$ cat src/hdl/aso_pkg.sv
// ============================================================================
// aso_pkg
// Shared types, constants and constant tables of the additive sawtooth
// oscillator: quarter-wave sine table and per-harmonic reciprocals.
// ============================================================================
package aso_pkg;

    localparam int MAX_HARMONICS   = 6;
    localparam int SINE_TABLE_BITS = 10;

    // field widths
    localparam int TIME_W   = 32;
    localparam int FREQ_W   = 24;
    localparam int PHASE_W  = 16;
    localparam int OUT_W    = 18;
    localparam int CNT_W    = 3;
    localparam int DC_W     = 16;
    localparam int CFG_W    = 16;
    localparam int CFG_IDX_W = 1;
    localparam int ANG_W    = 32;

    // register indexes
    localparam logic [CFG_IDX_W-1:0] CFG_HARM_COUNT = 1'd0;
    localparam logic [CFG_IDX_W-1:0] CFG_DC_OFFSET  = 1'd1;

    localparam int QUARTER_SHIFT = SINE_TABLE_BITS - 2;
    localparam int QUARTER       = 1 << QUARTER_SHIFT;
    localparam int MAG_W         = 16;

    // harmonic number travels down the chain, one past the last cell
    localparam int HNUM_W  = $clog2(MAX_HARMONICS + 2);
    localparam int HNUM_N  = 1 << HNUM_W;

    // sum: dc offset plus up to MAX_HARMONICS terms of at most 2^15
    localparam int SUM_W   = 16 + $clog2(MAX_HARMONICS + 1);

    // rounded divide by i: ((2*mag + i) * RECIP[i]) >> RECIP_SHIFT
    localparam int NUM_W       = 17;
    localparam int RECIP_SHIFT = NUM_W + $clog2(2 * MAX_HARMONICS) + 1;
    localparam int RECIP_W     = RECIP_SHIFT;
    localparam int PROD_W      = NUM_W + RECIP_W;

    typedef logic [QUARTER-1:0][MAG_W-1:0]  t_qtab;
    typedef logic [HNUM_N-1:0][RECIP_W-1:0] t_recip_tab;

    typedef struct packed {
        logic [ANG_W-1:0]         angle;
        logic [ANG_W-1:0]         base;
        logic signed [SUM_W-1:0]  sum;
        logic [HNUM_W-1:0]        hnum;
    } t_cell_data;

    // first-quadrant sine, degree-11 Taylor series in Q30, rounded to Q15
    function automatic logic [MAG_W-1:0] quarter_sine(input logic [31:0] r);
        logic [63:0] x;
        logic [63:0] x2;
        logic [63:0] t;
        logic [63:0] s;
        logic [63:0] q;
        x  = ({32'd0, r} * 64'd1686629713) >> QUARTER_SHIFT;
        x2 = (x * x) >> 30;
        t  = 64'd1073741824 - x2 / 64'd110;
        t  = 64'd1073741824 - ((x2 * t) >> 30) / 64'd72;
        t  = 64'd1073741824 - ((x2 * t) >> 30) / 64'd42;
        t  = 64'd1073741824 - ((x2 * t) >> 30) / 64'd20;
        t  = 64'd1073741824 - ((x2 * t) >> 30) / 64'd6;
        s  = (x * t) >> 30;
        q  = (s + 64'd16384) >> 15;
        if (q > 64'd32767) begin
            q = 64'd32767;
        end
        return q[MAG_W-1:0];
    endfunction

    function automatic t_qtab build_qtab();
        t_qtab tab;
        for (int k = 0; k < QUARTER; k++) begin
            tab[k] = quarter_sine(32'(k));
        end
        return tab;
    endfunction

    // ceil(2^RECIP_SHIFT / 2i), long division at elaboration
    function automatic t_recip_tab build_recip();
        t_recip_tab tab;
        logic [63:0] d;
        logic [63:0] n;
        logic [63:0] rem;
        logic [63:0] quo;
        for (int i = 0; i < HNUM_N; i++) begin
            if (i == 0 || i > MAX_HARMONICS) begin
                tab[i] = '0;
            end else begin
                d   = 64'(2 * i);
                n   = (64'd1 << RECIP_SHIFT) + d - 64'd1;
                rem = '0;
                quo = '0;
                for (int b = 63; b >= 0; b--) begin
                    rem = {rem[62:0], n[b]};
                    quo = {quo[62:0], 1'b0};
                    if (rem >= d) begin
                        rem    = rem - d;
                        quo[0] = 1'b1;
                    end
                end
                tab[i] = quo[RECIP_W-1:0];
            end
        end
        return tab;
    endfunction

    localparam t_qtab          QTAB       = build_qtab();
    localparam logic [MAG_W-1:0] SINE_PEAK = quarter_sine(32'(QUARTER));
    localparam t_recip_tab     RECIP      = build_recip();

endpackage

$ cat src/hdl/additive_sawtooth_oscillator.sv
// ============================================================================
// additive_sawtooth_oscillator
// Band-limited sawtooth from a sum of sine harmonics, one sample per transfer.
// ============================================================================
// One sample per clock while the output is not stalled: a new transfer is
// taken every cycle unless i_ready holds the chain. An input transfer loads
// the phase-multiply register, then passes through one cell per harmonic
// and the saturating output register before the sample can leave.
// Harmonic i is handled by cell i, which looks up the quarter-wave sine
// table, divides by i with a reciprocal multiply and, if i is within the
// harmonic count, adds the signed term to the running sum. Every
// stage has its own valid bit and ready, so bubbles close up and inputs keep
// flowing while a finished sample waits at the output. Base phase is the low
// 32 bits of time*freq (Q0.32 turns); the phase input adds phase/2 turns.
// harmonic_count (index 0) is clamped to 1..MAX_HARMONICS; dc_offset
// (index 1, Q1.15) seeds the sum; result is saturated to signed 18 bits.
// Write the registers only while no transfer is in flight.
// ============================================================================
module additive_sawtooth_oscillator
    import aso_pkg::*;
(
    input  logic                        i_clk,
    input  logic                        i_rst_n,
    // configuration
    input  logic                        i_cfg_we,
    input  logic [CFG_IDX_W-1:0]        i_cfg_idx,
    input  logic [CFG_W-1:0]            i_cfg_data,
    // input channel
    input  logic                        i_valid,
    output logic                        o_ready,
    input  logic [TIME_W-1:0]           i_time_val,
    input  logic [FREQ_W-1:0]           i_freq_val,
    input  logic signed [PHASE_W-1:0]   i_phase_val,
    // output channel
    output logic                        o_valid,
    input  logic                        i_ready,
    output logic signed [OUT_W-1:0]     o_sample_out
);

    localparam int PHASE_PROD_W = TIME_W + FREQ_W;
    localparam logic signed [SUM_W-1:0] SAT_HI = SUM_W'((1 << (OUT_W-1)) - 1);
    localparam logic signed [SUM_W-1:0] SAT_LO = -SUM_W'(1 << (OUT_W-1));

    // configuration registers
    logic [CNT_W-1:0]           r_harm_count;
    logic signed [DC_W-1:0]     r_dc_offset;
    logic [HNUM_W-1:0]          cnt_eff;

    // phase stage
    logic                       r_valid0;
    logic [ANG_W-1:0]           r_base;
    logic [ANG_W-1:0]           r_offs;
    logic [PHASE_PROD_W-1:0]    phase_prod;
    logic                       ready0;

    // cell chain
    logic                       c_valid [MAX_HARMONICS+1];
    logic                       c_ready [MAX_HARMONICS+1];
    t_cell_data                 c_data  [MAX_HARMONICS+1];

    // output stage
    logic                       r_out_valid;
    logic signed [OUT_W-1:0]    r_sample;
    logic signed [OUT_W-1:0]    n_sample;
    logic                       out_ready;
    logic signed [SUM_W-1:0]    final_sum;

    // ------------------------------------------------------------------
    // configuration writes
    // ------------------------------------------------------------------
    always_ff @(posedge i_clk) begin
        if (!i_rst_n) begin
            r_harm_count <= CNT_W'(6);
            r_dc_offset  <= DC_W'(16384);
        end else if (i_cfg_we) begin
            case (i_cfg_idx)
                CFG_HARM_COUNT: r_harm_count <= i_cfg_data[CNT_W-1:0];
                CFG_DC_OFFSET:  r_dc_offset  <= i_cfg_data[DC_W-1:0];
                default: ;
            endcase
        end
    end

    // zero counts as one, anything above the chain length as the full chain
    always_comb begin
        if (r_harm_count == '0) begin
            cnt_eff = HNUM_W'(1);
        end else if (32'(r_harm_count) > MAX_HARMONICS) begin
            cnt_eff = HNUM_W'(MAX_HARMONICS);
        end else begin
            cnt_eff = HNUM_W'(r_harm_count);
        end
    end

    // ------------------------------------------------------------------
    // phase stage: base = frac(time * freq) in Q0.32 turns
    // ------------------------------------------------------------------
    assign phase_prod = PHASE_PROD_W'(i_time_val) * PHASE_PROD_W'(i_freq_val);
    assign ready0     = !r_valid0 || c_ready[0];
    assign o_ready    = ready0;

    always_ff @(posedge i_clk) begin
        if (!i_rst_n) begin
            r_valid0 <= 1'b0;
        end else if (ready0) begin
            r_valid0 <= i_valid;
        end
    end

    always_ff @(posedge i_clk) begin
        if (ready0 && i_valid) begin
            r_base <= phase_prod[ANG_W-1:0];
            r_offs <= {i_phase_val, {(ANG_W-PHASE_W){1'b0}}};
        end
    end

    // first cell sees harmonic 1 at base + offset, sum seeded with dc offset
    always_comb begin
        c_valid[0]      = r_valid0;
        c_data[0].angle = r_base + r_offs;
        c_data[0].base  = r_base;
        c_data[0].sum   = SUM_W'(r_dc_offset);
        c_data[0].hnum  = HNUM_W'(1);
    end

    // ------------------------------------------------------------------
    // one cell per harmonic
    // ------------------------------------------------------------------
    for (genvar g = 0; g < MAX_HARMONICS; g++) begin : g_cell
        aso_cell u_cell (
            .i_clk   (i_clk),
            .i_rst_n (i_rst_n),
            .i_valid (c_valid[g]),
            .o_ready (c_ready[g]),
            .i_data  (c_data[g]),
            .i_cnt   (cnt_eff),
            .o_valid (c_valid[g+1]),
            .i_ready (c_ready[g+1]),
            .o_data  (c_data[g+1])
        );
    end

    // ------------------------------------------------------------------
    // output register with saturation
    // ------------------------------------------------------------------
    assign out_ready                = !r_out_valid || i_ready;
    assign c_ready[MAX_HARMONICS]   = out_ready;
    assign final_sum                = c_data[MAX_HARMONICS].sum;

    always_comb begin
        if (final_sum > SAT_HI) begin
            n_sample = SAT_HI[OUT_W-1:0];
        end else if (final_sum < SAT_LO) begin
            n_sample = SAT_LO[OUT_W-1:0];
        end else begin
            n_sample = final_sum[OUT_W-1:0];
        end
    end

    always_ff @(posedge i_clk) begin
        if (!i_rst_n) begin
            r_out_valid <= 1'b0;
        end else if (out_ready) begin
            r_out_valid <= c_valid[MAX_HARMONICS];
        end
    end

    always_ff @(posedge i_clk) begin
        if (out_ready && c_valid[MAX_HARMONICS]) begin
            r_sample <= n_sample;
        end
    end

    assign o_valid      = r_out_valid;
    assign o_sample_out = r_sample;

endmodule

$ cat src/hdl/aso_cell.sv
// ============================================================================
// aso_cell
// One harmonic: sine lookup of its angle, rounded divide by the harmonic
// number, signed add to the sum if hnum <= i_cnt; passes angle+base on.
// ============================================================================
module aso_cell
    import aso_pkg::*;
(
    input  logic                i_clk,
    input  logic                i_rst_n,
    input  logic                i_valid,
    output logic                o_ready,
    input  t_cell_data          i_data,
    input  logic [HNUM_W-1:0]   i_cnt,
    output logic                o_valid,
    input  logic                i_ready,
    output t_cell_data          o_data
);

    logic                          r_valid;
    t_cell_data                    r_data;
    t_cell_data                    n_data;

    logic [SINE_TABLE_BITS-1:0]    idx;
    logic [1:0]                    quad;
    logic [QUARTER_SHIFT:0]        r;
    logic [MAG_W-1:0]              mag;
    logic [NUM_W-1:0]              num;
    logic [PROD_W-1:0]             prod;
    logic signed [SUM_W-1:0]       term;
    logic                          neg;
    logic                          active;

    always_comb begin
        idx  = i_data.angle[ANG_W-1 -: SINE_TABLE_BITS];
        quad = idx[SINE_TABLE_BITS-1 -: 2];
        if (quad[0]) begin
            r = (QUARTER_SHIFT+1)'(QUARTER) - {1'b0, idx[QUARTER_SHIFT-1:0]};
        end else begin
            r = {1'b0, idx[QUARTER_SHIFT-1:0]};
        end
        mag = r[QUARTER_SHIFT] ? SINE_PEAK : QTAB[r[QUARTER_SHIFT-1:0]];

        // round(mag / i), ties away from zero
        num  = {mag[MAG_W-2:0], 1'b0} + NUM_W'(i_data.hnum);
        prod = PROD_W'(num) * PROD_W'(RECIP[i_data.hnum]);
        term = SUM_W'(prod[RECIP_SHIFT +: MAG_W]);

        // lower half of the wave negates; even harmonics are subtracted
        neg    = quad[1] ^ ~i_data.hnum[0];
        active = (i_data.hnum <= i_cnt);

        n_data       = i_data;
        n_data.angle = i_data.angle + i_data.base;
        n_data.hnum  = i_data.hnum + HNUM_W'(1);
        if (active) begin
            n_data.sum = neg ? (i_data.sum - term) : (i_data.sum + term);
        end
    end

    assign o_ready = !r_valid || i_ready;
    assign o_valid = r_valid;
    assign o_data  = r_data;

    always_ff @(posedge i_clk) begin
        if (!i_rst_n) begin
            r_valid <= 1'b0;
        end else if (o_ready) begin
            r_valid <= i_valid;
        end
    end

    always_ff @(posedge i_clk) begin
        if (o_ready && i_valid) begin
            r_data <= n_data;
        end
    end

endmodule
$ cat config.mk
export PLATFORM = sky130hd
export DESIGN_NAME = additive_sawtooth_oscillator
export DESIGN_NICKNAME = d
export VERILOG_FILES = /design/src/hdl/aso_pkg.sv /design/src/hdl/additive_sawtooth_oscillator.sv /design/src/hdl/aso_cell.sv
export SDC_FILE = /design/constraint.sdc
export NUM_CORES = 2
export LEC_CHECK = 0
export ABC_AREA = 1
export BUFFER_PORTS_ARGS = -buffer_cell sky130_fd_sc_hd__buf_2
export CAP_MARGIN = 40
export CORE_MARGIN = 2
export CORE_UTILIZATION = 35
export DETAILED_ROUTE_END_ITERATION = 7
export HOLD_SLACK_MARGIN = 0.12
export PLACE_DENSITY = 0.57
export SYNTH_ARGS = -nofsm -noshare
export SYNTH_HDL_FRONTEND = slang
export SYNTH_SLANG_ARGS = --single-unit
export TNS_END_PERCENT = 1
$ cat constraint.sdc
create_clock -name i_clk -period 26.8 [get_ports i_clk]
set_input_delay 5.36 -clock i_clk [delete_from_list [all_inputs] [get_ports i_clk]]
set_output_delay 5.36 -clock i_clk [all_outputs]
set_load 0.05 [all_outputs]
---- Yosys cells after proc, flatten, opt, wreduce, memory -nomap -nowiden ----
Memories as Yosys holds them, arrays and structs flattened.
Index checks and enable logic that the tools add are counted.
operators by class
  add/subtract/negate cells ............... 30
  multiply operators ...................... 4
  $lt $le $gt $ge ......................... 15
  multiplexer cells ....................... 33
  bitwise operators ....................... 1
  reduce and logical (&&, ||, !) cells .... 27
operators by type and width
  cell                                                           count
  two-way mux 19 bit                                             12
  adder 32 bit                                                   6
  two-way mux 15 bit                                             12
  adder 19 x 17 -> 19 bit                                        3
  subtractor 19 x 17 -> 19 bit                                   3
  less-than comparator 8 x 9 -> 1 bit (second input constant)    6
  two-way mux 9 bit                                              6
  subtractor 9 x 8 -> 9 bit (first input constant)               6
  adder 16 x 3 -> 17 bit (second input constant)                 3
  multiplier 17 x 20 -> 37 bit (second input constant)           1
  multiplier 17 x 19 -> 36 bit (second input constant)           1
  multiplier 17 x 18 -> 35 bit (second input constant)           1
  adder 16 x 2 -> 17 bit (second input constant)                 2
  multiplier 32 x 24 -> 32 bit                                   1
  adder 19 x 15 -> 19 bit                                        1
  adder 19 x 16 -> 19 bit                                        1
  > comparator 19 x 18 -> 1 bit (second input constant)          1
  less-than comparator 19 x 18 -> 1 bit (second input constant)  1
  subtractor 19 x 15 -> 19 bit                                   1
  subtractor 19 x 16 -> 19 bit                                   1
  adder 16 x 17 -> 18 bit                                        1
  two-way mux 18 bit                                             1
  subtractor 16 x 17 -> 18 bit                                   1
  adder 16 x 1 -> 17 bit (second input constant)                 1
  other kinds (11)                                               37
storage, ports and cells
  register bits after elaboration ......... 495
  ROM bits ................................ 24576
  input port bits ......................... 94
  logic and storage cells ................. 144
  memories kept ........................... 6
memories
  memory            words  width  rd ports  clocked after memory_dff  write ports  line            text
  (name not given)  256    16     1         0                         0            aso_cell.sv:42  mag = r[QUARTER_SHIFT] ? SINE_PEAK : QTAB[r[QUARTER_SHIFT-1:0]];
  (name not given)  256    16     1         0                         0            aso_cell.sv:42
  (name not given)  256    16     1         0                         0            aso_cell.sv:42
  (name not given)  256    16     1         0                         0            aso_cell.sv:42
  (name not given)  256    16     1         0                         0            aso_cell.sv:42
  (name not given)  256    16     1         0                         0            aso_cell.sv:42

---- Longest topological paths before layout ----
  word-level depth ........................ 10
  gate-level depth with buffers ........... 81

---- Modules after synthesis ----
Synthesis repeated with hierarchy kept, for this count alone.
unflattened totals
  cells, all modules ...................... 18066
  area, all modules ....................... 132520.8 sq um
by module, submodules not included
  module                        times used  cells each  area each (sq um)  sequential area each (sq um)
  additive_sawtooth_oscillator  1           2553        19523.7            2402.3
  aso_cell (g_cell[0].u_cell)   1           2649        19074.5            2602.5
  aso_cell (g_cell[2].u_cell)   1           2591        18985.7            2602.5
  aso_cell (g_cell[1].u_cell)   1           2599        18859.3            2602.5
  aso_cell (g_cell[5].u_cell)   1           2559        18778.0            2602.5
  aso_cell (g_cell[4].u_cell)   1           2562        18760.5            2602.5
  aso_cell (g_cell[3].u_cell)   1           2553        18539.0            2602.5

---- Least setup slack after synthesis ----
No wires, ideal clock.
  path kind ............................... input-to-output
  from .................................... input port i_ready
  to ...................................... output port o_ready
  arrival ................................. 6722 ps
  required time ........................... 21440 ps
  path slack .............................. 14718 ps
  stages on the path ...................... 16
  buffers on the path ..................... 0
  cells stage by stage .................... nor2_1 -> inv_1 -> nor2_1 -> inv_1 -> nor2_1 -> inv_1 -> nor2_1 -> inv_1 -> nor2_1 -> inv_1 -> nor2_1 -> inv_1 -> nor2_1 -> inv_1 -> nor2_1 -> inv_1
on the way
  word-level cells in the longest chain between the ends .. 8
RTL lines
  item                           line                                 text
  start: declaration             additive_sawtooth_oscillator.sv:36   input logic i_ready,
  logical OR 1 bit               additive_sawtooth_oscillator.sv:146  assign out_ready = !r_out_valid || i_ready;
  logical OR 1 bit (6 in a row)  aso_cell.sv:61                       assign o_ready = !r_valid || i_ready;
  logical OR 1 bit               additive_sawtooth_oscillator.sv:99   assign ready0 = !r_valid0 || c_ready[0];
  end: declaration               additive_sawtooth_oscillator.sv:30   output logic o_ready,
No other way between the ends.

==> metrics.md <==
| Metric | Value |
|---|---|
| Slew Limit Fails | 0 |
| Remaining Overflow, GRT | 0 |
| DRT Pass-1 Iters | 8 |
| Synth Instances | approximately 11000 |
| Fillers | ~24000 |
| Crit-path slowest cell | edfxtp_1 |
| CTS tree | yes |
| Commonest cells post-synth | nand2_1 (2788), inv_1 (1875), ha_1 (818), nor2_1 (756), a21oi_1 (706) |
| Synth area leader | fa_1 |
| Post-DP HPWL | approximately 240000 um |
| Clk Latency, worst-skew pair | around 0.73 ns |
| FFs w/ async S/R, synth | 0% |
| Flip-flop and latch area | 13330 um^2 |
| Nets | approximately 13000 |
| Synth warn | 0 |
| Largest net degree at the start of global routing | 65 |
| Synth unique cells | a little under 80 |
| Critical Path Stages | 73 |
| Die H | 480.8 um |
| Max-Slew Margin vs Limit | between 30% and 40% |
| Antenna violations before repair | 10 |
| Seq/Total Area, Yosys | approximately 17% |
| CP Class | register to register |
| R2r setup slk | around 12 ns |
| Post-CTS setup repair buffer count | 0 |
| CP delay by family, top | adder cells |
| Number of DRC markers in iteration 0 | around 7200 |
| Die area | 231200 um^2 |
| Row Count | ~180 |
| Die X-Extent | between 400 and 500 um |
| Syn Area/Cell | 7.106 um^2 |
| Synthesis-to-layout area growth | 6.706% |
| Top post-synthesis cells by area | fa_1 (16%), edfxtp_1 (16%), nand2_1 (13%), ha_1 (13%), inv_1 (8.8%) |
| Initial Util | roughly a third |
| Critical path data arrival time | ~16 ns |
| Buffer depth of the longest clock path | 3 |
| Critical Path Source | g_cell[1].u_cell.o_data[76] |
| GRT Util Overall | 25.94% |
| Bufs and invs on worst path | 18 |
| Fin. Hold Viols | 0 |
| DRT antenna net count | 0 |
| Clock Sinks | approximately 450 |
| Multi-input logic area | 57170 um^2 |
| Core Area | roughly 230000 um^2 |
| Ratio of cells with drive above 1 in the final layout | under 10% |
| # setup viols final | 0 |
| H-tree Lvls | 2 |
| Most common cell on crit path | inv_1 |
| Most frequent cell after synthesis | nand2_1 |
| Reg2reg end | g_cell[2].u_cell.o_data[21] |
| CTS Hold Buffers Added | 0 |
| Yosys top cell area share | between 15 and 20% |
| Post_cts resized | 0 |
| Mapped cell area | 79570 um^2 |
| Startpoint types | register |
| CP endpoint kind | register |
| Total CTS buffers | between 50 and 60 |
| Delay of the slowest cell on the worst path | around 0.84 ns |
| EDFF count, synth | 426 |
| Required time of the critical path | about 27 ns |
| DRC Markers | 0 |
| Hold slack | about 0.41 ns |
| Final Util | 37.47% |
| Worst reg-to-reg path cell count | 73 |
| Vias/cell | ~5.4 |
| Max-cap viol count | 0 |
| Port buffer count | roughly 110 |
| CP max FO | 53 |
| Root Buffer | clkbuf_16 |
| Final WL | approximately 300000 um |
| Routed wire per std cell | between 20 and 25 um |
| Gpl congestion | between 1 and 1.5 |
| FF-to-FF Start | g_cell[1].u_cell.o_data[76] |
| Total number of vias | between 70000 and 80000 |
| Tcrit/Tclk final | a little under three fifths |
| Final TNS setup | 0 ns |
| Fmax | between 0.06 and 0.07 GHz |
| First-pass GRT wire length | about 470000 um |
| Clock skew | a little over 0.06 ns |
| Vias in the first global route | 77940 |
| Hold Crit Start | r_base[1] |
| I/O pins | about 110 |
| Worst-path clk slew | around 0.060 ns |
| Main synth FF type | edfxtp_1 |
| RSZ-0062 raised after global routing | no |
| Tightest Pin Transition | 0.9020 ns |
| Syn Nets | around 13000 |
| Status | completed |
| Min cycle time layout | about 15 ns |
| Number of synthesized register bits | around 450 |
| Critical Path End | g_cell[2].u_cell.o_data[21] |
| Tightest Hold Check Type | register to register |
-- per-layer routing --
metal | track usage [%] | part of all wire [%] | vias up
li1 | - | - | 36224
met1 | 34.07 | 43 | 36686
met2 | 42.48 | 45 | 3149
met3 | 3.457 | 6.7 | 725
met4 | 11.35 | 4.9 | 6
met5 | 0 | 0.014 | -
-- how the worst min path moves through the flow --
stage / depth (start not counted) / to / slack (ns)
3_5_place_dp: 0 / g_cell[0].u_cell.o_data[23] / 0.40
3_3_place_gp: 0 / g_cell[0].u_cell.o_data[36] / 0.40
2_1_floorplan: 0 / g_cell[0].u_cell.o_data[22] / 0.40
6_report: 0 / g_cell[0].u_cell.o_data[23] / 0.41
5_1_grt: 0 / g_cell[0].u_cell.o_data[33] / 0.43
4_1_cts: 0 / g_cell[0].u_cell.o_data[23] / 0.41
-- area by class of cell --
type                    count  area share [%]
diodes                      3        0.008842
clock inverters            41          0.5482
clock buffers              66           1.720
repair buffers            209           1.577
well taps                3009           4.434
flip-flops and latches    453           15.70
inverters                1960           8.681
multi-input cells        8410           67.33
-- per-stage QoR --
| step | area (um^2) | cells | setup slack [ns] |
|---|---|---|---|
| floorplan | 79570 | 11198 | 14.72 |
| global placement | 82860 | 14033 | 11.76 |
| detailed placement | 82970 | 14041 | 11.85 |
| CTS | 84900 | 14148 | 11.75 |
| global route | 84900 | 14149 | 10.62 |
| finish | 84910 | 14151 | 11.59 |
-- placed cells by master (no fill, tap or decap), types with 115 or more instances in the layout --
cell	synthesis	layout
edfxtp_1	426	426
xnor2_1	135	135
nand2_1	2788	2785
nor2_1	756	752
o21ai_0	688	688
a21oi_1	706	705
nand3_1	611	611
xor2_1	251	250
ha_1	818	818
fa_1	641	641
buf_2	127	115
inv_1	1875	1872
-- cells by family after synthesis --
logic type	count (synthesis)	synth area share (%)
and+or+nand+nor	4518	23.52
AOI/OAI and AO/OA	2037	14.71
buffers and inverters	2335	11.51
adders and majority gates	1459	28.99
xor gates and xnor gates	396	4.510
DFF	453	16.76
-- flip-flops by register name, indices dropped and copies added (netlist names) --
| signal | flops |
|---|---|
| o_sample_out | 18 |
| r_offs | 16 |
| r_dc_offset | 16 |
| r_valid0 | 1 |
| g_cell.u_cell.o_valid | 6 |
| r_harm_count | 3 |
| r_base | 32 |
| g_cell.u_cell.o_data | 360 |
| o_valid | 1 |
Power is not shown: default switching activity piles up to over one toggle a cycle in this logic, so the estimate is an artifact.
